## config.mk

```make
export PLATFORM = sky130hd
export DESIGN_NAME = wind_sensor_frame_decoder_unit
export DESIGN_NICKNAME = d
export VERILOG_FILES = /design/src/rtl/wsfd_pkg.sv /design/src/rtl/wsfd_frame_tracker.sv /design/src/rtl/wsfd_correct.sv /design/src/rtl/wind_sensor_frame_decoder_unit.sv
export SDC_FILE = /design/constraint.sdc
export NUM_CORES = 1
export LEC_CHECK = 0
export ABC_AREA = 1
export BUFFER_PORTS_ARGS = -buffer_cell sky130_fd_sc_hd__buf_4
export CAP_MARGIN = 0
export CELL_PAD_IN_SITES_DETAIL_PLACEMENT = 0
export CELL_PAD_IN_SITES_GLOBAL_PLACEMENT = 1
export CORE_ASPECT_RATIO = 1.2
export CORE_MARGIN = 5
export CORE_UTILIZATION = 45
export DETAILED_ROUTE_END_ITERATION = 7
export GPL_TIMING_DRIVEN = 0
export PLACE_DENSITY_LB_ADDON = 0.25
export SLEW_MARGIN = 20
export SYNTH_ARGS = -nofsm -noshare
export SYNTH_HDL_FRONTEND = slang
export SYNTH_SLANG_ARGS = --single-unit
```

## constraint.sdc

```tcl
create_clock -name clk -period 10.1 [get_ports clk]
set_input_delay 0.505 -clock clk [delete_from_list [all_inputs] [get_ports clk]]
set_output_delay 0.505 -clock clk [all_outputs]
set_load 0.01 [all_outputs]
```

## src/rtl/wsfd_pkg.sv

```systemverilog
// Types, constants and the CRC byte step shared by the wind sensor frame decoder.
package wsfd_pkg;

  localparam int unsigned CFG_IDX_W = 2;

  localparam logic [CFG_IDX_W-1:0] CFG_SPEED_BASE     = 2'd0;
  localparam logic [CFG_IDX_W-1:0] CFG_DIRECTION_BASE = 2'd1;
  localparam logic [CFG_IDX_W-1:0] CFG_SPEED_DEADBAND = 2'd2;

  localparam logic [15:0] CRC_POLY = 16'hA001;
  localparam logic [15:0] CRC_INIT = 16'hFFFF;
  localparam logic [15:0] DEADBAND_RESET = 16'd3;

  // sector = ((4*deg + 45) / 90) % 16 + 1, the divide done as x * ceil(2^32/90) >> 32
  localparam logic [17:0] SECT_BIAS  = 18'd45;
  localparam logic [25:0] SECT_RECIP = 26'd47721859;
  localparam int unsigned SECT_SHIFT = 32;

  typedef struct packed {
    logic [7:0] rx_byte;
    logic       first_byte;
    logic       sensor_kind;
    logic       calibrate;
  } in_t;

  typedef struct packed {
    logic        crc_ok;
    logic        reading_kind;
    logic [15:0] speed_out;
    logic [4:0]  sector_out;
    logic [15:0] degree_out;
  } out_t;

  // completed frame, handed from the frame tracker to the correction stage
  typedef struct packed {
    logic        ok;
    logic        kind;
    logic        cal;
    logic [15:0] reading;
  } job_t;

  typedef enum logic [1:0] {
    SEC_KEEP,
    SEC_ZERO,
    SEC_CALC
  } sector_op_t;

  // corrected values, handed from the correction stage to the sector stage
  typedef struct packed {
    logic        ok;
    logic        kind;
    logic [15:0] speed;
    logic [15:0] degree;
    sector_op_t  op;
  } mid_t;

  function automatic logic [15:0] crc16_byte(input logic [15:0] crc, input logic [7:0] b);
    logic [15:0] c;
    c = crc ^ {8'h00, b};
    for (int k = 0; k < 8; k++) begin
      if (c[0]) begin
        c = (c >> 1) ^ CRC_POLY;
      end else begin
        c = c >> 1;
      end
    end
    return c;
  endfunction

endpackage

```

## src/rtl/wsfd_frame_tracker.sv

```systemverilog
// Frame tracker: byte position, running CRC, reading bytes and CRC check.
module wsfd_frame_tracker #(
  parameter int unsigned CRC_BYTES = 5
) (
  input  logic          clk,
  input  logic          rst_n,
  input  logic          accept,
  input  wsfd_pkg::in_t din,
  output logic          job_v,
  output wsfd_pkg::job_t job
);

  localparam logic [2:0] LAST_IDX = 3'(CRC_BYTES + 1);
  localparam logic [2:0] DATA_END = 3'(CRC_BYTES);

  logic        active_r, active_nxt;
  logic [2:0]  count_r, count_nxt;
  logic [15:0] crc_r, crc_nxt;
  logic [7:0]  high_r, high_nxt;
  logic [7:0]  low_r, low_nxt;
  logic [7:0]  crc_low_r, crc_low_nxt;

  logic        open;
  logic [2:0]  idx;
  logic [15:0] crc_base;
  logic [7:0]  high_base;
  logic [7:0]  low_base;

  always_comb begin
    open      = din.first_byte || active_r;
    idx       = din.first_byte ? 3'd0 : count_r;
    crc_base  = din.first_byte ? wsfd_pkg::CRC_INIT : crc_r;
    high_base = din.first_byte ? 8'h00 : high_r;
    low_base  = din.first_byte ? 8'h00 : low_r;

    active_nxt  = active_r;
    count_nxt   = count_r;
    crc_nxt     = crc_r;
    high_nxt    = high_r;
    low_nxt     = low_r;
    crc_low_nxt = crc_low_r;
    job_v       = 1'b0;

    if (accept && open) begin
      active_nxt = 1'b1;
      crc_nxt    = crc_base;
      high_nxt   = high_base;
      low_nxt    = low_base;
      if (idx < DATA_END) begin
        crc_nxt = wsfd_pkg::crc16_byte(crc_base, din.rx_byte);
        if (idx == 3'd3) begin
          high_nxt = din.rx_byte;
        end
        if (idx == 3'd4) begin
          low_nxt = din.rx_byte;
        end
        count_nxt = idx + 3'd1;
      end else if (idx == DATA_END) begin
        crc_low_nxt = din.rx_byte;
        count_nxt   = idx + 3'd1;
      end else begin
        active_nxt = 1'b0;
        count_nxt  = 3'd0;
        job_v      = 1'b1;
      end
    end

    job.ok      = ({din.rx_byte, crc_low_r} == crc_base);
    job.kind    = din.sensor_kind;
    job.cal     = din.calibrate;
    job.reading = {high_base, low_base};
  end

  always_ff @(posedge clk) begin
    if (!rst_n) begin
      active_r  <= 1'b0;
      count_r   <= 3'd0;
      crc_r     <= wsfd_pkg::CRC_INIT;
      high_r    <= 8'h00;
      low_r     <= 8'h00;
      crc_low_r <= 8'h00;
    end else begin
      active_r  <= active_nxt;
      count_r   <= count_nxt;
      crc_r     <= crc_nxt;
      high_r    <= high_nxt;
      low_r     <= low_nxt;
      crc_low_r <= crc_low_nxt;
    end
  end

  a_count_range: assert property (@(posedge clk) disable iff (!rst_n)
    count_r <= LAST_IDX)
    else $error("byte position past end of frame");

  a_last_closes: assert property (@(posedge clk) disable iff (!rst_n)
    job_v |=> !active_r && count_r == 3'd0)
    else $error("frame still open after last byte");

  a_idle_count: assert property (@(posedge clk) disable iff (!rst_n)
    !active_r |-> count_r == 3'd0)
    else $error("byte position kept with no open frame");

endmodule

```

## src/rtl/wsfd_correct.sv

```systemverilog
// Correction stage: offsets, saturation, dead band, calm rule and calibration.
module wsfd_correct (
  input  logic           clk,
  input  logic           rst_n,
  input  logic           advance,
  input  wsfd_pkg::job_t job,
  input  logic [15:0]    speed_base,
  input  logic [15:0]    direction_base,
  input  logic [15:0]    speed_dead_band,
  output wsfd_pkg::mid_t mid
);

  logic [15:0]        speed_r, speed_nxt;
  logic [15:0]        degree_r, degree_nxt;
  logic signed [16:0] speed_off_r, speed_off_nxt;
  logic signed [16:0] dir_off_r, dir_off_nxt;

  logic signed [16:0] off_sel;
  logic signed [17:0] sum;
  logic [15:0]        corr;
  logic [15:0]        base_sel;
  logic signed [18:0] off_sum;
  logic signed [16:0] off_new;

  always_comb begin
    off_sel = job.kind ? dir_off_r : speed_off_r;
    sum     = $signed({2'b00, job.reading}) + $signed({off_sel[16], off_sel});
    if (sum[17]) begin
      corr = 16'h0000;
    end else if (sum[16]) begin
      corr = 16'hFFFF;
    end else begin
      corr = sum[15:0];
    end

    base_sel = job.kind ? direction_base : speed_base;
    off_sum  = $signed({{2{off_sel[16]}}, off_sel}) + $signed({3'b000, base_sel})
               - $signed({3'b000, corr});
    if (off_sum[18:16] == 3'b000 || off_sum[18:16] == 3'b111) begin
      off_new = off_sum[16:0];
    end else if (off_sum[18]) begin
      off_new = 17'sh10000;
    end else begin
      off_new = 17'sh0FFFF;
    end

    speed_nxt     = speed_r;
    degree_nxt    = degree_r;
    speed_off_nxt = speed_off_r;
    dir_off_nxt   = dir_off_r;
    mid.op        = wsfd_pkg::SEC_KEEP;

    if (job.ok) begin
      if (!job.kind) begin
        speed_nxt = corr;
        if (job.cal) begin
          speed_off_nxt = off_new;
        end else if (corr < speed_dead_band) begin
          speed_nxt = 16'h0000;
        end
      end else begin
        degree_nxt = corr;
        mid.op     = wsfd_pkg::SEC_CALC;
        if (job.cal) begin
          dir_off_nxt = off_new;
        end else if (speed_r == 16'h0000) begin
          degree_nxt = 16'h0000;
          mid.op     = wsfd_pkg::SEC_ZERO;
        end
      end
    end

    mid.ok     = job.ok;
    mid.kind   = job.kind;
    mid.speed  = speed_nxt;
    mid.degree = degree_nxt;
  end

  always_ff @(posedge clk) begin
    if (!rst_n) begin
      speed_r     <= 16'h0000;
      degree_r    <= 16'h0000;
      speed_off_r <= 17'sd0;
      dir_off_r   <= 17'sd0;
    end else if (advance) begin
      speed_r     <= speed_nxt;
      degree_r    <= degree_nxt;
      speed_off_r <= speed_off_nxt;
      dir_off_r   <= dir_off_nxt;
    end
  end

  a_bad_crc_keeps: assert property (@(posedge clk) disable iff (!rst_n)
    advance && !job.ok |=> $stable(speed_r) && $stable(degree_r)
      && $stable(speed_off_r) && $stable(dir_off_r))
    else $error("values changed on a failed CRC");

  a_calm_zero: assert property (@(posedge clk) disable iff (!rst_n)
    mid.op == wsfd_pkg::SEC_ZERO |-> mid.degree == 16'h0000 && speed_r == 16'h0000)
    else $error("calm rule applied with nonzero speed");

endmodule

```

## src/rtl/wind_sensor_frame_decoder_unit.sv

```systemverilog
// Top level of the wind sensor reply frame decoder.
//
//   channel  dir  handshake              payload
//   in_      in   in_valid / in_ready    in_data  (wsfd_pkg::in_t, one byte)
//   out_     out  out_valid / out_ready  out_data (wsfd_pkg::out_t, one per frame)
//   cfg_     in   cfg_valid / cfg_ready  cfg_index, cfg_data (16 bit)
//
// One byte is taken per cycle while in_ready is high. The result of a frame is
// registered behind the frame tracker, correction stage and sector stage in turn.
// The sector stage multiplies by a reciprocal of 90 and holds its own register.
// Reset clears frame state, offsets, values, bases; dead band 3; no clearing pass.
// A stalled output holds the stages behind it; in_ready falls only when all are full.
module wind_sensor_frame_decoder_unit #(
  parameter int unsigned CRC_BYTES = 5
) (
  input  logic                              clk,
  input  logic                              rst_n,
  input  logic                              in_valid,
  output logic                              in_ready,
  input  wsfd_pkg::in_t                     in_data,
  output logic                              out_valid,
  input  logic                              out_ready,
  output wsfd_pkg::out_t                    out_data,
  input  logic                              cfg_valid,
  output logic                              cfg_ready,
  input  logic [wsfd_pkg::CFG_IDX_W-1:0]    cfg_index,
  input  logic [15:0]                       cfg_data
);

  logic [15:0] speed_base_r;
  logic [15:0] direction_base_r;
  logic [15:0] dead_band_r;

  logic           accept;
  logic           job_v;
  wsfd_pkg::job_t job;

  logic           b_v_r, b_v_nxt;
  wsfd_pkg::job_t b_r;
  logic           b_hold, b_adv;
  wsfd_pkg::mid_t mid;

  logic           c_v_r, c_v_nxt;
  wsfd_pkg::mid_t c_r;
  logic           c_hold, c_adv;

  logic [4:0]     sector_r, sector_nxt;
  logic [18:0]    sect_x;
  logic [43:0]    sect_prod;
  logic [4:0]     sect_calc;

  logic           out_valid_r, out_valid_nxt;
  wsfd_pkg::out_t out_r, out_nxt;

  assign cfg_ready = 1'b1;

  always_ff @(posedge clk) begin
    if (!rst_n) begin
      speed_base_r     <= 16'h0000;
      direction_base_r <= 16'h0000;
      dead_band_r      <= wsfd_pkg::DEADBAND_RESET;
    end else if (cfg_valid && cfg_ready) begin
      case (cfg_index)
        wsfd_pkg::CFG_SPEED_BASE:     speed_base_r     <= cfg_data;
        wsfd_pkg::CFG_DIRECTION_BASE: direction_base_r <= cfg_data;
        wsfd_pkg::CFG_SPEED_DEADBAND: dead_band_r      <= cfg_data;
        default: begin
        end
      endcase
    end
  end

  always_comb begin
    c_hold   = out_valid_r && !out_ready;
    c_adv    = c_v_r && !c_hold;
    b_hold   = c_v_r && c_hold;
    b_adv    = b_v_r && !b_hold;
    in_ready = !(b_v_r && b_hold);
    accept   = in_valid && in_ready;

    b_v_nxt       = (b_v_r && b_hold) || job_v;
    c_v_nxt       = (c_v_r && c_hold) || b_adv;
    out_valid_nxt = (out_valid_r && !out_ready) || c_adv;
  end

  wsfd_frame_tracker #(
    .CRC_BYTES(CRC_BYTES)
  ) u_frame (
    .clk   (clk),
    .rst_n (rst_n),
    .accept(accept),
    .din   (in_data),
    .job_v (job_v),
    .job   (job)
  );

  wsfd_correct u_correct (
    .clk            (clk),
    .rst_n          (rst_n),
    .advance        (b_adv),
    .job            (b_r),
    .speed_base     (speed_base_r),
    .direction_base (direction_base_r),
    .speed_dead_band(dead_band_r),
    .mid            (mid)
  );

  always_comb begin
    sect_x    = {1'b0, c_r.degree, 2'b00} + {1'b0, wsfd_pkg::SECT_BIAS};
    sect_prod = 44'(sect_x) * 44'(wsfd_pkg::SECT_RECIP);
    sect_calc = {1'b0, sect_prod[wsfd_pkg::SECT_SHIFT+3:wsfd_pkg::SECT_SHIFT]} + 5'd1;
    case (c_r.op)
      wsfd_pkg::SEC_CALC: sector_nxt = sect_calc;
      wsfd_pkg::SEC_ZERO: sector_nxt = 5'd0;
      default:            sector_nxt = sector_r;
    endcase
    out_nxt.crc_ok       = c_r.ok;
    out_nxt.reading_kind = c_r.kind;
    out_nxt.speed_out    = c_r.speed;
    out_nxt.sector_out   = sector_nxt;
    out_nxt.degree_out   = c_r.degree;
  end

  always_ff @(posedge clk) begin
    if (!rst_n) begin
      b_v_r       <= 1'b0;
      c_v_r       <= 1'b0;
      out_valid_r <= 1'b0;
      sector_r    <= 5'd0;
    end else begin
      b_v_r       <= b_v_nxt;
      c_v_r       <= c_v_nxt;
      out_valid_r <= out_valid_nxt;
      if (c_adv) begin
        sector_r <= sector_nxt;
      end
    end
  end

  always_ff @(posedge clk) begin
    if (job_v) begin
      b_r <= job;
    end
    if (b_adv) begin
      c_r <= mid;
    end
    if (c_adv) begin
      out_r <= out_nxt;
    end
  end

  assign out_valid = out_valid_r;
  assign out_data  = out_r;

  a_reset_empty: assert property (@(posedge clk)
    !rst_n |=> !out_valid && !b_v_r && !c_v_r)
    else $error("pipeline not empty after reset");

  a_stall_full: assert property (@(posedge clk) disable iff (!rst_n)
    !in_ready |-> b_v_r && c_v_r && out_valid_r)
    else $error("input stalled with room in the pipeline");

  a_c_holds: assert property (@(posedge clk) disable iff (!rst_n)
    c_v_r && c_hold |=> c_v_r && $stable(c_r))
    else $error("sector stage lost a held frame");

  a_sector_range: assert property (@(posedge clk) disable iff (!rst_n)
    c_adv |=> sector_r <= 5'd16)
    else $error("sector out of range");

endmodule
```

==> results.py, run 1 <==
metrics = {
    "yosys": {
        "synth_edf_count": 94,
        "yosys_warnings": 0,
        "async_flop_share": 0,
        "netlist_top_cells_area": "dfxtp_1, edfxtp_1, ha_1",
        "synthesis.nets": 2738,
        "synth_area_per_cell_sq_um": 7.96,
        "synth-seq-area-share": 0.320,
        "yosys.area.top_type": "dfxtp_1",
        "ys_types": 50,
        "synth-seq-cells": 260,
        "synth_ff_type": "dfxtp_1",
        "synth_top_cell_area_share": 0.173,
        "syn_area_sq_um": 19200,
        "syn_inst": 2411,
    },
    "timing": {
        "maxClockFrequency_ghz": 0.117,
        "setup_viol": 0,
        "timing.max_slew.rel_slack": 0.267,
        "timing.final.hold_violations": 0,
        "finalCritPeriodShare": 0.850,
        "skew_ns": 0.0264,
        "period_needed_ns": 8.58,
        "fin_setup_tns_ns": 0,
        "rsz0062_at_grt": "no",
        "timing.hold.ws_ns": 0.114,
        "tightest_slew_ns": 1.09,
        "fin_ws_ns": 1.52,
        "drv_slew": 0,
    },
    "die": {
        "ios": 76,
        "fp.dieH_microns": 236,
        "core_region_area_sq_um": 42000,
        "die_w_microns": 198,
        "fp-row-count": 82,
        "dieArea_sq_um": 46900,
        "start_util": 0.457,
    },
    "place": {
        "postPlaceCellArea_sq_um": 20500,
        "dp.final_hpwl_microns": 43700,
        "place_congestion": 0.886,
        "dp_cells": 3034,
        "portBuffers": 72,
        "dp_slack_ns": 1.54,
    },
    "worst_hold_path": {
        "min_path_cells": 1,
        "min_from": "in_data[1]",
        "hold_end": "b_r[17]",
        "hold_path_class": "in -> reg",
    },
    "setup_path": {
        "cp_slowest_cell": "fa_1",
        "rrSetupSlack_ns": 1.52,
        "path_max_fanout": 6,
        "critical_path.startpoint_type": "flip-flop",
        "path_common_cell": "inv_1",
        "rr_worst_depth": 33,
        "crit_path_max_incr_delay_ns": 0.60,
        "arrival_ns": 8.87,
        "r2r_end": "out_data[18]",
        "setup.worst_path.start": "c_r[2]",
        "path_class": "reg -> reg",
        "end_kind": "flip-flop",
        "required_ns": 10.39,
        "r2r_start": "c_r[2]",
    },
    "routing": {
        "num_vias": 15800,
        "drt_first_pass_iters": 5,
        "totalWireLength_microns": 53900,
        "avgViaCountPerCell": 5.10,
        "avgRoutedWirePerCell_microns": 17.5,
        "drt_iter0_drc": 820,
        "ant_nets": 0,
        "route.detailed.drc": 0,
    },
    "layout": {
        "fin_cells": 3088,
        "layout_common_cells": "inv_1, nand2_1, ha_1",
        "area_growth_pct": 11.6,
        "final_area_sq_um": 21400,
        "diodes": 0,
        "drive_gt1_frac": 0.0629,
        "layout.nets": 2846,
        "final_common_cell": "inv_1",
    },
    "clock_tree": {
        "clk_pin_slew_ns": 0.06,
        "htreeDepth": 1,
        "cts.sinks": 260,
        "cts_resized": 0,
        "clk_path_buf_depth": 3,
        "hold_buffers": 0,
        "cts_root_buffer": "clkbuf_16",
        "cts_tree": "yes",
        "clock_latency_ns": 0.57,
        "cts_buffers": 29,
        "post-cts-setup-buffers": 0,
    },
    "global_routing": {
        "first_global_vias": 15800,
        "grt_pass1_wl_microns": 85500,
        "antenna_found_initial": 0,
        "grt_max_degree": 34,
        "overflow": 0,
        "grtUsageTotal": 0.229,
    },
    "pwr": {
        "power-per-cell-area_nw_per_um2": 111,
        "p_leak_nw": 10.5,
        "peakVddDrop_v": 0.000139,
    },
    "job": {
        "max-cap-violations": 0,
    },
    "status": {
        "run_status": "complete, no violations",
    },
}
worst max-delay path: cells and delay by family, from the launching register on:
kind | cells | cell delay [ns]
buffers and inverters | 7 | 0.82
and+or+nand+nor | 11 | 1.67
DFF | 1 | 0.55
AOI/OAI and AO/OA | 4 | 0.75
adders and majority gates | 9 | 3.80
xor gates and xnor gates | 2 | 0.73
how the worst max path moves through the flow:
| stage | endpoint | slack (ns) |
|---|---|---|
| floorplan | out_data[18] | 3.11 |
| global placement | out_data[18] | 1.63 |
| detailed placement | out_data[18] | 1.54 |
| CTS | out_data[18] | 1.47 |
| global route | out_data[18] | 0.96 |
| finish | out_data[18] | 1.52 |
cells in the mapped netlist (all sizes together) (7+ instances only):
master and n:
o22ai 20, dfxtp 166, o21ai 163, edfxtp 94, nand3 108, ha 190, a31oi 7, o21a 17
o211ai 34, inv 515, buf 16, nor2 163, clkbuf 57, nand4 15, nor3 17, xor2 62
a21o 10, fa 103, nand2 400, xnor2 27, a21oi 187
cell families after synthesis:
| group | count (synthesis) | synth area share |
|---|---|---|
| flops | 260 | 0.320 |
| buf+inv | 591 | 0.118 |
| xor+xnor | 89 | 0.0418 |
| compound gates | 461 | 0.134 |
| other cells | 1 | 0.000195 |
| simple gates | 716 | 0.154 |
| fa+ha+maj | 293 | 0.231 |
per-layer routing:
layer	global-route usage	vias to the layer above	routed length, microns
li1	-	7935	-
met1	0.300	7480	23300
met2	0.413	279	27600
met3	0.0176	61	1870
met4	0.0535	0	1190
met5	0	-	0
flip-flops by register name, summed over array words and instances (netlist names), 17 cells and up:
signal,cells
out_data,39
c_r,36
b_r,19
u_correct.dir_off_r,17
u_correct.speed_off_r,17
where the power goes:
group          internal (mW)  switching, mW
combinational         0.0813          0.154
clock                  0.583          0.458
sequential              1.10        0.00995
layout make-up:
cell class / count / area [sq um]
Buffer: 73 / 324
Sequential cell: 260 / 6150
Clock buffer: 38 / 790
Timing Repair Buffer: 77 / 607
Multi-Input combinational cell: 1560 / 10800
Fill cell: 4125 / 20600
Inverter: 518 / 1940
Clock inverter: 16 / 135
Tap cell: 546 / 683
per-stage QoR:
| stage | utilization | power, mW |
|---|---|---|
| 3_3_place_gp | 0.486 | 1.36 |
| 6_report | 0.510 | 2.39 |
| 2_1_floorplan | - | 1.29 |
| 5_1_grt | 0.510 | 2.48 |
| 3_5_place_dp | 0.488 | 1.37 |
| 4_1_cts | 0.510 | 2.41 |
No activity file was read; power rests on OpenSTA's default activity.
==> run 2, diff against run 1 <==
--- a/config.mk
+++ b/config.mk
@@ -5,7 +5,7 @@
 export SDC_FILE = /design/constraint.sdc
 export NUM_CORES = 1
 export LEC_CHECK = 0
-export ABC_AREA = 1
+export ABC_AREA = 0
 export BUFFER_PORTS_ARGS = -buffer_cell sky130_fd_sc_hd__buf_4
 export CAP_MARGIN = 0
 export CELL_PAD_IN_SITES_DETAIL_PLACEMENT = 0
==> constraint.sdc (replaced) <==
create_clock -name clk -period 6.9 [get_ports clk]
set_input_delay 0.345 -clock clk [delete_from_list [all_inputs] [get_ports clk]]
set_output_delay 0.345 -clock clk [all_outputs]
set_load 0.01 [all_outputs]
==> results.py, run 2 <==
metrics = {
    "routing": {
        "num_vias": 14100,
        "drt_first_pass_iters": 5,
        "avgRoutedWirePerCell_microns": 19.0,
        "totalWireLength_microns": 50100,
        "drt_iter0_drc": 790,
        "ant_nets": 0,
        "route.detailed.drc": 0,
        "avgViaCountPerCell": 5.33,
    },
    "place": {
        "place_congestion": 0.880,
        "portBuffers": 66,
        "postPlaceCellArea_sq_um": 19800,
        "dp_slack_ns": -1.73,
        "dp.final_hpwl_microns": 39600,
    },
    "pwr": {
        "power_switching_mw": 0.780,
        "combPwrFrac": 0.066,
        "power-per-cell-area_nw_per_um2": 155,
        "swShare": 0.234,
        "power_frac_seq": 0.486,
        "peakVddDrop_v": 0.000236,
        "p_leak_nw": 9.18,
        "pwr-share-clk": 0.449,
        "intPower_mw": 2.55,
    },
    "layout": {
        "largest_reg_flops": 39,
        "layout_common_cells": "inv_1, nand2_1, ha_1",
        "final_area_sq_um": 21500,
        "layout.nets": 2403,
        "diodes": 0,
        "fill_cells": 3825,
        "final_core_util": 0.528,
        "area_growth_pct": 15.9,
        "regArea_sq_um": 6150,
        "drive_gt1_frac": 0.143,
        "multi_input_area_sq_um": 11600,
        "final_common_cell": "inv_1",
    },
    "timing": {
        "tightest_slew_ns": 0.971,
        "setup_viol": 5,
        "period_needed_ns": 7.02,
        "maxClockFrequency_ghz": 0.142,
        "rsz0062_at_grt": "yes",
        "fin_setup_tns_ns": -0.422,
        "timing.max_slew.rel_slack": 0.334,
        "skew_ns": 0.0189,
        "fin_ws_ns": -0.119,
        "timing.hold.ws_ns": 0.0338,
        "drv_slew": 0,
        "timing.final.hold_violations": 0,
        "finalCritPeriodShare": 1.02,
    },
    "setup_path": {
        "path_class": "reg -> reg",
        "path_common_cell": "fa_1",
        "required_ns": 7.35,
        "cp_slowest_cell": "fa_1",
        "end_kind": "flip-flop",
        "crit_buf_inv": 9,
        "critical_path.startpoint_type": "flip-flop",
        "arrival_ns": 7.47,
        "rrSetupSlack_ns": -0.12,
        "path_max_fanout": 4,
        "critPathTopFamily": "adder cells",
        "crit_path_max_incr_delay_ns": 0.55,
    },
    "yosys": {
        "synth_area_per_cell_sq_um": 9.54,
        "netlist_top_cells_area": "dfxtp_1, edfxtp_1, ha_1",
        "async_flop_share": 0,
        "synth_ff_type": "dfxtp_1",
        "synthTopCellsByCount": "inv_1, nand2_1, ha_1",
        "synthesis.nets": 2271,
        "yosys.area.top_type": "dfxtp_1",
        "yosys_warnings": 0,
        "synth-seq-cells": 260,
        "synth_edf_count": 94,
        "synth-seq-area-share": 0.331,
        "synth_most_common_cell": "inv_1",
        "synth_top_cell_area_share": 0.179,
        "syn_area_sq_um": 18500,
        "ys_types": 81,
        "syn_inst": 1944,
    },
    "clock_tree": {
        "cts_buffers": 29,
        "clk_path_buf_depth": 3,
        "htreeDepth": 1,
        "clock_latency_ns": 0.56,
        "cts_tree": "yes",
        "cts.sinks": 260,
        "clk_pin_slew_ns": 0.07,
        "cts_root_buffer": "clkbuf_16",
    },
    "die": {
        "fp-row-count": 81,
        "ios": 76,
        "fp.dieH_microns": 232,
        "dieArea_sq_um": 45400,
        "start_util": 0.455,
        "core_region_area_sq_um": 40700,
        "die_w_microns": 195,
    },
    "status": {
        "run_status": "finished, violations left",
        "violations": "setup timing",
    },
    "global_routing": {
        "overflow": 0,
        "grt_pass1_wl_microns": 79600,
        "grt_max_degree": 34,
        "first_global_vias": 14500,
        "grtUsageTotal": 0.221,
        "antenna_found_initial": 0,
    },
    "worst_hold_path": {
        "hold_path_class": "in -> reg",
    },
    "job": {
        "max-cap-violations": 0,
    },
}
## run 2: cell types whose count changed after synthesis, moves of 71 or more
cell and change:
inv_1 -244, nand2_1 -149, a21oi_1 -127, nor2_1 -96, nand3_1 -91, o21ai_0 -71
## run 2: area by class of cell
type | count | share of cell area
plain buffers | 70 | 0.0138
clock buffers | 41 | 0.0377
clock inverters | 13 | 0.00495
inverters | 269 | 0.0473
multi-input cells | 1343 | 0.540
flip-flops and latches | 260 | 0.286
well taps | 539 | 0.0314
repair buffers | 103 | 0.0392
## run 2: path summary, 6_finish.rpt
check	startpoint	end	cells after the start
setup / recovery	c_r[2]	sector_r[2]	32
hold / removal	cfg_data[0]	dead_band_r[0]	3
setup reg to reg	c_r[2]	sector_r[2]	32
hold reg to reg	c_r[22]	out_data[25]	0
## run 2: cells by family (layout without fill, tap and decap cells)
| kind of cell | count (synthesis) | count (layout) | share of synthesized area |
|---|---|---|---|
| and+or+nand+nor | 486 | 486 | 0.123 |
| AOI/OAI and AO/OA | 401 | 401 | 0.151 |
| buffers and inverters | 341 | 496 | 0.0705 |
| adders and majority gates | 293 | 293 | 0.239 |
| DFF | 260 | 260 | 0.331 |
| xor gates and xnor gates | 110 | 110 | 0.0531 |
| muxes | 52 | 52 | 0.0312 |
| other | 1 | 1 | 0.000202 |
## run 2: repair_timing
| item | 4_1_cts | 5_1_grt |
|---|---|---|
| endpoints found under the setup margin | 76 | 42 |
| hold endpoints to repair | 2 | 0 |
| gates resized for setup | 76 | 38 |
| gates cloned | 0 | 0 |
| hold buffers | 2 | 0 |
| pin swaps | 38 | 24 |
| buffers inserted | 26 | 11 |
## run 2: per-layer routing
| metal | wire (microns) | global-route usage |
|---|---|---|
| met1 | 21100 | 0.270 |
| met3 | 1490 | 0.0217 |
| met5 | 0 | 0 |
| met2 | 25800 | 0.411 |
| met4 | 1740 | 0.0644 |
## run 2: worst register-to-register path: cells and delay by family (launching register included)
family	cells	cell delay, ns
buf+inv	9	0.72
fa+ha+maj	9	3.45
xor+xnor	3	0.58
flops	1	0.43
compound gates	4	0.59
simple gates	7	1.15
## run 2: power groups by stage
| stage | Sequential, mW | Clock, mW | Combinational [mW] |
|---|---|---|---|
| floorplan | 1.64 | 0 | 0.154 |
| global placement | 1.65 | 0 | 0.216 |
| detailed placement | 1.65 | 0 | 0.218 |
| CTS | 1.62 | 1.53 | 0.220 |
| global route | 1.62 | 1.60 | 0.243 |
| finish | 1.62 | 1.49 | 0.219 |
## run 2: per-stage QoR
stage	power, mW	cells
floorplan	1.80	1944
global placement	1.86	2549
detailed placement	1.87	2551
CTS	3.36	2632
global route	3.46	2638
finish	3.33	2638
==> run 3, diff against run 2 <==
--- a/config.mk
+++ b/config.mk
@@ -16,6 +16,7 @@
 export DETAILED_ROUTE_END_ITERATION = 7
 export GPL_TIMING_DRIVEN = 0
 export PLACE_DENSITY_LB_ADDON = 0.25
+export REMOVE_ABC_BUFFERS = 1
 export SLEW_MARGIN = 20
 export SYNTH_ARGS = -nofsm -noshare
 export SYNTH_HDL_FRONTEND = slang
==> results.py, run 3 (same netlist as run 2, synthesis figures left out) <==
metrics = {
    "setup_path": {
        "r2r_start": "c_r[3]",
        "crit_path_max_incr_delay_ns": 0.54,
        "cp_slowest_cell": "fa_2",
        "rr_worst_depth": 32,
        "end_kind": "flip-flop",
        "rrSetupSlack_ns": -0.22,
        "arrival_ns": 7.44,
        "path_common_cell": "inv_2",
        "r2r_end": "out_data[17]",
        "required_ns": 7.22,
        "path_class": "reg -> reg",
        "path_max_fanout": 4,
        "critical_path.startpoint_type": "flip-flop",
    },
    "timing": {
        "setup_viol": 8,
        "fin_setup_tns_ns": -1.11,
        "maxClockFrequency_ghz": 0.140,
        "timing.final.hold_violations": 0,
        "finalCritPeriodShare": 1.03,
        "rsz0062_at_grt": "yes",
        "period_needed_ns": 7.12,
        "drv_slew": 0,
        "timing.max_slew.rel_slack": 0.292,
        "skew_ns": 0.0259,
        "fin_ws_ns": -0.222,
        "tightest_slew_ns": 1.06,
    },
    "layout": {
        "area_growth_pct": 15.6,
        "fill_cells": 3738,
        "drive_gt1_frac": 0.149,
        "fin_cells": 2580,
        "diodes": 0,
        "final_common_cell": "inv_1",
        "largest_reg_flops": 39,
        "layout_common_cells": "inv_1, nand2_1, ha_1",
        "final_core_util": 0.526,
        "layout.nets": 2346,
    },
    "global_routing": {
        "antenna_found_initial": 0,
        "grt_pass1_wl_microns": 75700,
        "overflow": 0,
        "first_global_vias": 14200,
        "grt_max_degree": 115,
        "grtUsageTotal": 0.208,
    },
    "worst_hold_path": {
        "min_from": "cfg_data[1]",
        "hold_end": "dead_band_r[1]",
        "hold_path_class": "in -> reg",
        "min_path_cells": 3,
    },
    "clock_tree": {
        "htreeDepth": 1,
        "clk_path_buf_depth": 3,
        "cts_root_buffer": "clkbuf_16",
        "cts_tree": "yes",
        "clock_latency_ns": 0.58,
        "cts.sinks": 260,
        "cts_buffers": 29,
        "clk_pin_slew_ns": 0.06,
    },
    "routing": {
        "drt_iter0_drc": 681,
        "avgRoutedWirePerCell_microns": 18.4,
        "avgViaCountPerCell": 5.33,
        "num_vias": 13800,
        "ant_nets": 0,
        "drt_first_pass_iters": 5,
        "route.detailed.drc": 0,
        "totalWireLength_microns": 47500,
    },
    "die": {
        "die_w_microns": 195,
        "ios": 76,
        "dieArea_sq_um": 45400,
        "fp-row-count": 81,
        "start_util": 0.455,
        "core_region_area_sq_um": 40700,
        "fp.dieH_microns": 232,
    },
    "place": {
        "dp_slack_ns": -1.86,
        "dp.final_hpwl_microns": 36000,
        "dp_cells": 2491,
        "portBuffers": 74,
        "place_congestion": 0.888,
    },
    "status": {
        "run_status": "finished, violations left",
        "violations": "setup timing",
    },
    "pwr": {
        "p_leak_nw": 9.15,
        "peakVddDrop_v": 0.000156,
        "power-per-cell-area_nw_per_um2": 158,
    },
    "job": {
        "max-cap-violations": 0,
    },
}
## run 3: cell count changes in the layout (fill, tap and decap cells not counted), sizes merged
cell | before | now
dlygate4sd3 | 2 | 3
mux2i | 16 | 17
clkbuf | 103 | 36
inv | 272 | 271
buf | 109 | 112
clkinv | 7 | 10
bufinv | 1 | 3
## run 3: routing by layer
metal / routed length (microns) / global-route usage
met4: 1660 / 0.0646
met3: 1930 / 0.0269
met2: 24000 / 0.376
met5: 0 / 0
met1: 19900 / 0.260
## run 3: how the worst max path moves through the flow
| stage | startpoint | endpoint | slack (ns) |
|---|---|---|---|
| CTS | c_r[3] | out_data[19] | -0.15 |
| floorplan | c_r[2] | out_data[19] | -0.06 |
| global route | c_r[3] | out_data[19] | -0.48 |
| detailed placement | c_r[2] | out_data[19] | -1.86 |
| global placement | c_r[2] | out_data[19] | -1.82 |
| finish | c_r[3] | out_data[17] | -0.22 |
## run 3: layout make-up
| type | instances | area [sq um] | share of cell area |
|---|---|---|---|
| multi-input combinational | 1344 | 11700 | 0.544 |
| clock buffer | 36 | 783 | 0.0365 |
| inverter | 269 | 1020 | 0.0475 |
| sequential | 260 | 6150 | 0.287 |
| tap | 539 | 674 | 0.0314 |
| clock inverter | 17 | 181 | 0.00846 |
| timing repair buffer | 115 | 971 | 0.0453 |
## run 3: repair_timing
action                                  CTS  global route
endpoints found under the setup margin   38            38
hold buffers                              3             0
buffers inserted                         27             7
pin swaps                                49             9
gates resized for setup                  94            17
cloned                                    1             0
hold endpoints to repair                  3             0
## run 3: critical path, delay by kind of cell, from the launching register on
family,cells,cell delay [ns]
DFF,1,0.41
AOI/OAI and AO/OA,4,0.45
xor gates and xnor gates,2,0.46
adders and majority gates,9,3.51
buffers and inverters,9,0.77
and+or+nand+nor,8,1.25
## run 3: per-stage QoR
step	hold slack (ns)	power, mW	area [sq um]
after global placement	0.408	1.85	19500
after detailed placement	0.406	1.85	19600
after global routing	0.0320	3.53	21400
after floorplan	0.400	1.78	18300
after CTS	0.0182	3.44	21300
final	0.0491	3.39	21400
## run 3: power breakdown
part / total [mW] / internal (mW) / switching [mW]
Combinational: 0.202 / 0.0915 / 0.111
Sequential: 1.62 / 1.60 / 0.0204
Clock: 1.57 / 0.921 / 0.649
